==> config.mk <==
export PLATFORM = sky130hd
export DESIGN_NAME = dns_question_parser_core
export DESIGN_NICKNAME = d
export VERILOG_FILES = /design/src/hw/rtl/dnsqp_pkg.sv /design/src/hw/rtl/dnsqp_step.sv /design/src/hw/rtl/dns_question_parser_core.sv
export SDC_FILE = /design/constraint.sdc
export NUM_CORES = 1
export LEC_CHECK = 0
export ABC_CLOCK_PERIOD_IN_PS = 2750
export BUFFER_PORTS_ARGS = -buffer_cell sky130_fd_sc_hd__buf_4
export CAP_MARGIN = 20
export CORE_MARGIN = 1
export CORE_UTILIZATION = 40
export DETAILED_ROUTE_END_ITERATION = 10
export GPL_ROUTABILITY_DRIVEN = 0
export PLACE_DENSITY = 0.66
export SYNTH_ARGS = -nofsm -noshare
export SYNTH_HDL_FRONTEND = slang
export SYNTH_HIERARCHICAL = 1
export SYNTH_SLANG_ARGS = --single-unit
==> constraint.sdc <==
create_clock -name aclk -period 2.75 [get_ports aclk]
set_input_delay 0.275 -clock aclk [delete_from_list [all_inputs] [get_ports aclk]]
set_output_delay 0.275 -clock aclk [all_outputs]
set_load 0.02 [all_outputs]
==> src/hw/rtl/dnsqp_pkg.sv <==
package dnsqp_pkg;

    localparam int unsigned DataWidth  = 8;
    localparam int unsigned WordWidth  = 16;
    localparam int unsigned KindWidth  = 2;
    localparam int unsigned ErrWidth   = 2;
    localparam int unsigned TdataWidth = 48;

    localparam logic [DataWidth-1:0] DOT_CHAR = 8'h2E;

    localparam logic [KindWidth-1:0] KIND_CHAR = 2'd0;
    localparam logic [KindWidth-1:0] KIND_DONE = 2'd1;
    localparam logic [KindWidth-1:0] KIND_ERR  = 2'd2;

    localparam logic [ErrWidth-1:0] ERR_OVERRUN = 2'd0;
    localparam logic [ErrWidth-1:0] ERR_UNTERM  = 2'd1;
    localparam logic [ErrWidth-1:0] ERR_NOROOM  = 2'd2;

    // The four tail states hold the type and class bytes, high byte first.
    typedef enum logic [2:0] {
        PH_LEN   = 3'd0,
        PH_LABEL = 3'd1,
        PH_TAIL0 = 3'd2,
        PH_TAIL1 = 3'd3,
        PH_TAIL2 = 3'd4,
        PH_TAIL3 = 3'd5,
        PH_DONE  = 3'd6
    } phase_t;

    typedef struct packed {
        phase_t                 phase;
        logic [DataWidth-1:0]   label_remaining;
        logic                   name_started;
        logic [WordWidth-1:0]   type_value;
        logic [DataWidth-1:0]   class_high;
    } parse_state_t;

    typedef struct packed {
        logic                   valid;
        logic [KindWidth-1:0]   kind;
        logic [DataWidth-1:0]   name_char;
        logic [WordWidth-1:0]   record_type;
        logic [WordWidth-1:0]   record_class;
        logic [ErrWidth-1:0]    error_code;
    } parse_result_t;

    localparam parse_state_t STATE_RESET = '{
        phase:           PH_LEN,
        label_remaining: '0,
        name_started:    1'b0,
        type_value:      '0,
        class_high:      '0
    };

endpackage

==> src/hw/rtl/dnsqp_step.sv <==
module dnsqp_step
    import dnsqp_pkg::*;
(
    input  parse_state_t          state_cur,
    input  logic [DataWidth-1:0]  data_byte,
    input  logic                  last_byte,
    output parse_state_t          state_new,
    output parse_result_t         result
);

    logic [DataWidth-1:0] rem_dec;

    assign rem_dec = state_cur.label_remaining - 1'b1;

    always_comb begin
        state_new = state_cur;
        unique case (state_cur.phase)
            PH_LEN: begin
                if (data_byte == '0) begin
                    state_new.phase = PH_TAIL0;
                end else begin
                    state_new.name_started    = 1'b1;
                    state_new.label_remaining = data_byte;
                    state_new.phase           = PH_LABEL;
                end
            end
            PH_LABEL: begin
                state_new.label_remaining = rem_dec;
                if (rem_dec == '0) begin
                    state_new.phase = PH_LEN;
                end
            end
            PH_TAIL0: begin
                state_new.type_value = {data_byte, {DataWidth{1'b0}}};
                state_new.phase      = PH_TAIL1;
            end
            PH_TAIL1: begin
                state_new.type_value = state_cur.type_value | {{DataWidth{1'b0}}, data_byte};
                state_new.phase      = PH_TAIL2;
            end
            PH_TAIL2: begin
                state_new.class_high = data_byte;
                state_new.phase      = PH_TAIL3;
            end
            PH_TAIL3: begin
                state_new.phase = PH_DONE;
            end
            default: begin
                state_new.phase = PH_DONE;
            end
        endcase
        if (last_byte) begin
            state_new = STATE_RESET;
        end
    end

    always_comb begin
        result = '0;
        unique case (state_cur.phase) inside
            PH_LEN: begin
                if (data_byte == '0) begin
                    if (last_byte) begin
                        result.valid      = 1'b1;
                        result.kind       = KIND_ERR;
                        result.error_code = ERR_NOROOM;
                    end
                end else if (last_byte) begin
                    result.valid      = 1'b1;
                    result.kind       = KIND_ERR;
                    result.error_code = ERR_OVERRUN;
                end else if (state_cur.name_started) begin
                    result.valid     = 1'b1;
                    result.kind      = KIND_CHAR;
                    result.name_char = DOT_CHAR;
                end
            end
            PH_LABEL: begin
                result.valid = 1'b1;
                if (last_byte) begin
                    result.kind       = KIND_ERR;
                    result.error_code = (rem_dec != '0) ? ERR_OVERRUN : ERR_UNTERM;
                end else begin
                    result.kind      = KIND_CHAR;
                    result.name_char = data_byte;
                end
            end
            PH_TAIL0, PH_TAIL1, PH_TAIL2: begin
                if (last_byte) begin
                    result.valid      = 1'b1;
                    result.kind       = KIND_ERR;
                    result.error_code = ERR_NOROOM;
                end
            end
            PH_TAIL3: begin
                result.valid        = 1'b1;
                result.kind         = KIND_DONE;
                result.record_type  = state_cur.type_value;
                result.record_class = {state_cur.class_high, data_byte};
            end
            default: begin
                result = '0;
            end
        endcase
    end

endmodule

==> src/hw/rtl/dns_question_parser_core.sv <==
// DNS question parser.
// The slave channel carries one byte of a question buffer per request, with
// s_axis_tlast set on the final byte of the buffer. The master channel gives
// one result per name character, per dot between labels, per completed
// question (type and class) and per error; bytes that cause no result give
// nothing on the master side.
// Each byte passes an input register and then a result register. One byte
// is accepted every cycle while the master side takes results; the parse
// state is a single register updated in the same cycle that a byte leaves
// the input register.
// A byte with s_axis_tlast set returns the parser to the start of a name.
// Reset empties both registers and returns the parser to the start of a name.
// When the receiver stalls, the pending result holds steady, one more byte
// waits in the input register, and s_axis_tready then drops until the
// result is taken.
module dns_question_parser_core
    import dnsqp_pkg::*;
(
    input  logic                   aclk,
    input  logic                   aresetn,
    input  logic                   s_axis_tvalid,
    output logic                   s_axis_tready,
    input  logic [DataWidth-1:0]   s_axis_tdata,   // [7:0] data_byte
    input  logic                   s_axis_tlast,   // last_byte
    output logic                   m_axis_tvalid,
    input  logic                   m_axis_tready,
    // [7:0] name_char, [23:8] record_type, [39:24] record_class,
    // [41:40] error_code, [47:42] zero
    output logic [TdataWidth-1:0]  m_axis_tdata,
    output logic [KindWidth-1:0]   m_axis_tuser    // [1:0] out_kind
);

    logic                  in_valid_reg;
    logic [DataWidth-1:0]  in_byte_reg;
    logic                  in_last_reg;
    parse_state_t          state_reg;
    parse_state_t          state_next;
    parse_result_t         step_result;
    logic                  out_valid_reg;
    parse_result_t         out_reg;
    logic                  out_free;
    logic                  advance;

    assign out_free      = !out_valid_reg || m_axis_tready;
    assign advance       = in_valid_reg && out_free;
    assign s_axis_tready = !in_valid_reg || out_free;

    dnsqp_step u_step (
        .state_cur (state_reg),
        .data_byte (in_byte_reg),
        .last_byte (in_last_reg),
        .state_new (state_next),
        .result    (step_result)
    );

    always_ff @(posedge aclk) begin
        if (!aresetn) begin
            in_valid_reg  <= 1'b0;
            out_valid_reg <= 1'b0;
            state_reg     <= STATE_RESET;
        end else begin
            if (s_axis_tready) begin
                in_valid_reg <= s_axis_tvalid;
            end
            if (out_free) begin
                out_valid_reg <= advance && step_result.valid;
            end
            if (advance) begin
                state_reg <= state_next;
            end
        end
    end

    always_ff @(posedge aclk) begin
        if (s_axis_tready && s_axis_tvalid) begin
            in_byte_reg <= s_axis_tdata;
            in_last_reg <= s_axis_tlast;
        end
        if (advance) begin
            out_reg <= step_result;
        end
    end

    assign m_axis_tvalid = out_valid_reg;
    assign m_axis_tuser  = out_reg.kind;
    assign m_axis_tdata  = {{(TdataWidth - 2*DataWidth - 2*WordWidth + DataWidth
                            - ErrWidth){1'b0}},
                            out_reg.error_code, out_reg.record_class,
                            out_reg.record_type, out_reg.name_char};

    a_last_rearms: assert property (@(posedge aclk) disable iff (!aresetn)
        (advance && in_last_reg) |=>
            (state_reg.phase == PH_LEN && !state_reg.name_started))
        else $error("last byte did not return the parser to the start of a name");

    a_error_on_last: assert property (@(posedge aclk) disable iff (!aresetn)
        (advance && step_result.valid && step_result.kind == KIND_ERR) |-> in_last_reg)
        else $error("error reported on a byte that does not end the buffer");

    a_done_clean: assert property (@(posedge aclk) disable iff (!aresetn)
        (m_axis_tvalid && m_axis_tuser == KIND_DONE) |->
            (m_axis_tdata[7:0] == '0 && m_axis_tdata[41:40] == '0))
        else $error("completion result carries a character or error code");

    a_stall_cause: assert property (@(posedge aclk) disable iff (!aresetn)
        !s_axis_tready |-> (in_valid_reg && out_valid_reg && !m_axis_tready))
        else $error("input stalled without a pending blocked result");

endmodule

# Word level (Yosys, flattened, before mapping)

Index checks and enable logic that the tools add are counted.

Add/sub/neg operators: 1
Eq/ne operators: 8
Muxes and demuxes: 23
Bitwise gates (word level): 1
Reduce and logical (&&, ||, !) cells: 21

Operator list:

| operator                                                            | count |
|---|---|
| 36-bit 2-to-1 mux                                                   | 1 |
| 8-bit 2-to-1 mux                                                    | 4 |
| 16-bit one-hot mux with 2 select lines                              | 1 |
| 8-bit one-hot mux with 2 select lines                               | 2 |
| 8-bit logical NOT                                                   | 2 |
| 16-bit by 8-bit bitwise OR with 16-bit output                       | 1 |
| 3-bit one-hot mux with 5 select lines                               | 1 |
| 3-bit 2-to-1 mux                                                    | 4 |
| 3-bit one-hot mux with 4 select lines                               | 1 |
| 11-bit 2-to-1 mux                                                   | 1 |
| 9-bit 2-to-1 mux                                                    | 1 |
| 2-bit 2-to-1 mux                                                    | 4 |
| 8-bit nonzero test                                                  | 1 |
| 8-bit by 1-bit subtractor with 8-bit output (second input constant) | 1 |
| 3-bit by 2-bit == test with 1-bit output (second input constant)    | 2 |
| 3-bit == test (second input constant)                               | 2 |
| 2-bit one-hot mux with 3 select lines                               | 1 |
| 2-bit AND reduction                                                 | 3 |
| 3-bit AND reduction                                                 | 2 |
| 3-bit nonzero test                                                  | 2 |
| 2-bit nonzero test                                                  | 2 |
| 3-bit by 1-bit == test with 1-bit output (second input constant)    | 1 |
| 1-bit logical AND                                                   | 3 |
| 3-bit logical NOT                                                   | 1 |
| other kinds (7)                                                     | 10 |

Register bits: 91
Output and inout port bits: 52
Logic and storage cells: 68

# Logic depth before layout (Yosys ltp)

Depth after elaboration: 5
Gate-level depth with buffers: 8

# Modules after synthesis

The synthesis kept the hierarchy.

Modules (own cells, without submodules):

| module                   | instances | cells each | area each (um2) | seq. area each (um2) |
|---|---|---|---|---|
| dns_question_parser_core | 1         | 226        | 3,205.6         | 2,352.3 |
| dnsqp_step               | 1         | 191        | 1,108.6         | 0.0 |

# Worst setup path before layout

OpenSTA, ideal clock, no wires.

Path type: reg2reg
Start point: reg in_byte_reg[3]
End point: reg state_reg[34] in the netlist's numbering
Setup time: 72 ps
Arrival: 1,807 ps
Required time: 2,678 ps
Setup slack: 872 ps
Cell stages (with the launch flop): 6
Buffers on the path: 0
Clock period less this slack: 1,878 ps
Cell sequence: edfxtp_1 -> or4_4 -> or3_4 -> a221oi_2 -> nand2_1 -> mux2i_1

RTL lines:

| element                | line                           | text |
|---|---|---|
| start, declared        | dns_question_parser_core.sv:34 | `logic [DataWidth-1:0] in_byte_reg;` |
| start signal, assigned | dns_question_parser_core.sv:76 | `in_byte_reg <= s_axis_tdata;` |
| end signal, assigned   | dns_question_parser_core.sv:69 | `state_reg <= state_next;` |
| end, declared          | dns_question_parser_core.sv:36 | `parse_state_t state_reg;` |

==> reports/qor.csv <==
metric,value,unit
CP arrival,2.40,ns
Congestion Overflow GR,0,
max incr delay on CP,0.63,ns
Max-Cap Viols,0,
H-tree depth,3,
status,"finished, final reports clean",
wire length per cell,14.5,microns
Max-slew headroom,52.3,%
Tcrit/Tclk final,76.8,%
"Slew Viols, Final",0,
Sequential Power Share,55.6,%
Tmin final,2.11,ns
ranking of synthesized cells by area,"edfxtp_1 37%, dfxtp_1 18%, mux2i_1 10%",
post-synthesis simple-gate area fraction,21.1,%
critical path capture point type,flop,
largest net degree at the start of global routing,75,
PwrDens,548,nW/um^2
number of synthesized flops with an enable pin,53,
combinational cell fraction of total power,9.0,%
worst IR drop on VDD,0.262,mV
GRT Overall Usage,16.2,%
TritonCTS buffer count,9,
vias per cell,5.08,
compound-cell area share of the yosys netlist,7.63,%
RSZ-0062 raised after global routing,false,
first-pass GRT wire length,14.2,mm
Area Overhead vs Synth,15.7,%
Root Buffer Master,clkbuf_8,
largest family of logic cells by synthesized area,simple AND/OR/NAND/NOR gates,
Int Pwr,2.08,mW
critical path type,reg -> reg,
die height,106,microns
share of flip-flops with an asynchronous set or reset,0,%
Post-Synth Adder-Cell Area,0.580,%
Leak,1.84,nW
Net Sw Frac,23.7,%
clk_lat worst skew,0.36,ns
"Top FF cell, synth",edfxtp_1,
max reg flops,42,
Yosys cell types,44,
sequential share of the synthesized area,54.5,%
share of the synthesized area in the top cell type,36.9,%
top cell type by total area after synthesis,edfxtp_1,
final hold vios,0,
slew of the pin with the lowest slew margin,0.716,ns
Worst-path clk slew,0.09,ns
"reg-to-reg slack, setup",0.64,ns
initial core utilization,41.6,%
Power Total,2.73,mW
Crit-path slowest cell,or4_4,
HPWL Detailed,5.68,mm
Clk network pwr share,35.4,%
PostCTS Resize Cnt,0,
initial drt markers,166,
die width,106,microns
timing-limited maximum frequency,473,MHz
die area,11200,sq um
vias in the first global route,2906,
# port buffers,58,
Post-Syn Instances,417,
layout cells sized above 1,19.3,%
multiplexer share of the synthesized area,10.2,%
CTS tree,built,
Core Area,10400,sq um
"Max FO, Critical Path",7,
Ports,65,
hold buffer count at CTS,0,
DR DRC count,0,
detailed-route via count,3089,
area of the multi-input gates,1750,sq um
CP Launch Type,flop,
Synth Area in XOR/XNOR,0.406,%
P_sw,648,uW
postcts setup bufs,0,
WL final,8.81,mm
Mapped Area,4310,sq um
final setup violation count,0,
"Cell Chain, Critical Path",or4_4 -> or3_4 -> a221oi_2 -> nand2_1 -> mux2i_1,
initial antenna violation count,0,
router iterations before antenna repair,4,
register area,2350,sq um
total negative slack,0,ns
remaining antenna violation count,0,
filler instances,973,
WP data required,3.03,ns
#FFs+latches synth,91,
clk_skew,0.00797,ns
Synth Area per Inst,10.3,sq um
antenna cells,0,
Row Count,37,
Tightest Hold Check Type,in -> reg,
clock sinks,91,
final layout net count,482,
synth warn,6,
Max Buffers Root-to-Sink,2,
==> per-stage QoR <==
stage | cells | area, sq um | setup WS, ns | hold WS [ns] | util, %
floorplan | 422 | 4330 | 0.872 | 0.374 | -
global placement | 592 | 4780 | 0.679 | 0.455 | 46.1
detailed placement | 592 | 4780 | 0.652 | 0.455 | 46.1
CTS | 608 | 4990 | 0.632 | 0.0717 | 48.1
global route | 608 | 4990 | 0.528 | 0.0754 | 48.1
finish | 608 | 4990 | 0.637 | 0.0867 | 48.1
==> worst paths after layout <==
path,startpoint,endpoint,cells after the start
hold / removal,s_axis_tlast,in_last_reg,1
setup / recovery,in_byte_reg[3],state_reg[34],5
setup reg to reg,in_byte_reg[3],state_reg[34],5
hold reg to reg,state_reg[0],state_reg[0],2
==> critical path: cells and delay by family, from the launching register on <==
family,cells,cell delay [ns]
muxes,1,0.14
and+or+nand+nor,3,1.11
DFF,1,0.53
AOI/OAI and AO/OA,1,0.25
==> per-layer routing <==
metal,up-vias,global-route usage (%),part of all wire (%)
met5,-,0,0
met4,0,7.24,1.9
met3,17,3.09,7.0
met2,116,26.8,46
met1,1444,20.6,45
li1,1512,-,-
==> power groups by stage <==
stage / sequential [mW] / combinational [mW] / clock [mW]
finish: 1.52 / 0.246 / 0.968
global route: 1.52 / 0.266 / 1.03
CTS: 1.52 / 0.246 / 0.992
detailed placement: 1.55 / 0.245 / 0
global placement: 1.55 / 0.242 / 0
floorplan: 1.57 / 0.154 / 0
==> synth_stat cells, types with 3 or more instances <==
library cell / number
nand2_1: 99
edfxtp_1: 53
mux2i_1: 44
and2_1: 38
dfxtp_1: 38
a21oi_1: 27
nor2_1: 25
clkbuf_1: 15
a31oi_1: 6
buf_2: 6
buf_4: 6
a21o_1: 4
buf_12: 4
inv_1: 4
nor3_1: 4
and3_1: 3
nand3_1: 3
o21ai_1: 3
==> layout make-up <==
| type | count | share of cell area, % |
|---|---|---|
| Clock buffer | 11 | 2.63 |
| Sequential cell | 91 | 47.1 |
| Inverter | 6 | 0.451 |
| Multi-Input combinational cell | 294 | 35.0 |
| Timing Repair Buffer | 65 | 9.78 |
| Tap cell | 136 | 3.41 |
| Clock inverter | 5 | 1.58 |
==> placed cells by master (no fill, tap or decap), types with 2 or more instances in the layout <==
cell type	synthesis	layout
or2_1	2	2
or4_4	2	2
and2_1	38	38
o21ai_1	3	3
clkinv_2	0	2
nor2b_1	2	2
dfxtp_1	38	38
bufinv_16	0	2
clkbuf_1	15	2
edfxtp_1	53	53
nor2_1	25	25
nor3_1	4	4
a21o_1	4	4
mux2i_1	44	44
nor4_1	2	2
nor2b_4	2	2
nand2_1	99	99
a31oi_1	6	6
xor2_1	2	2
a21oi_1	27	27
buf_4	6	65
nand3_1	3	3
a22oi_1	2	2
and3_1	3	3
clkbuf_8	0	9
ha_1	2	2
inv_2	2	2
inv_1	4	4
conb_1	1	6
==> kinds of logic after synthesis <==
kind of cell	count (synthesis)
compound gates	51
xor+xnor	2
fa+ha+maj	2
buf+inv	37
flops	91
mux	44
other cells	1
simple gates	189
Power figures use the tool's default switching activity.
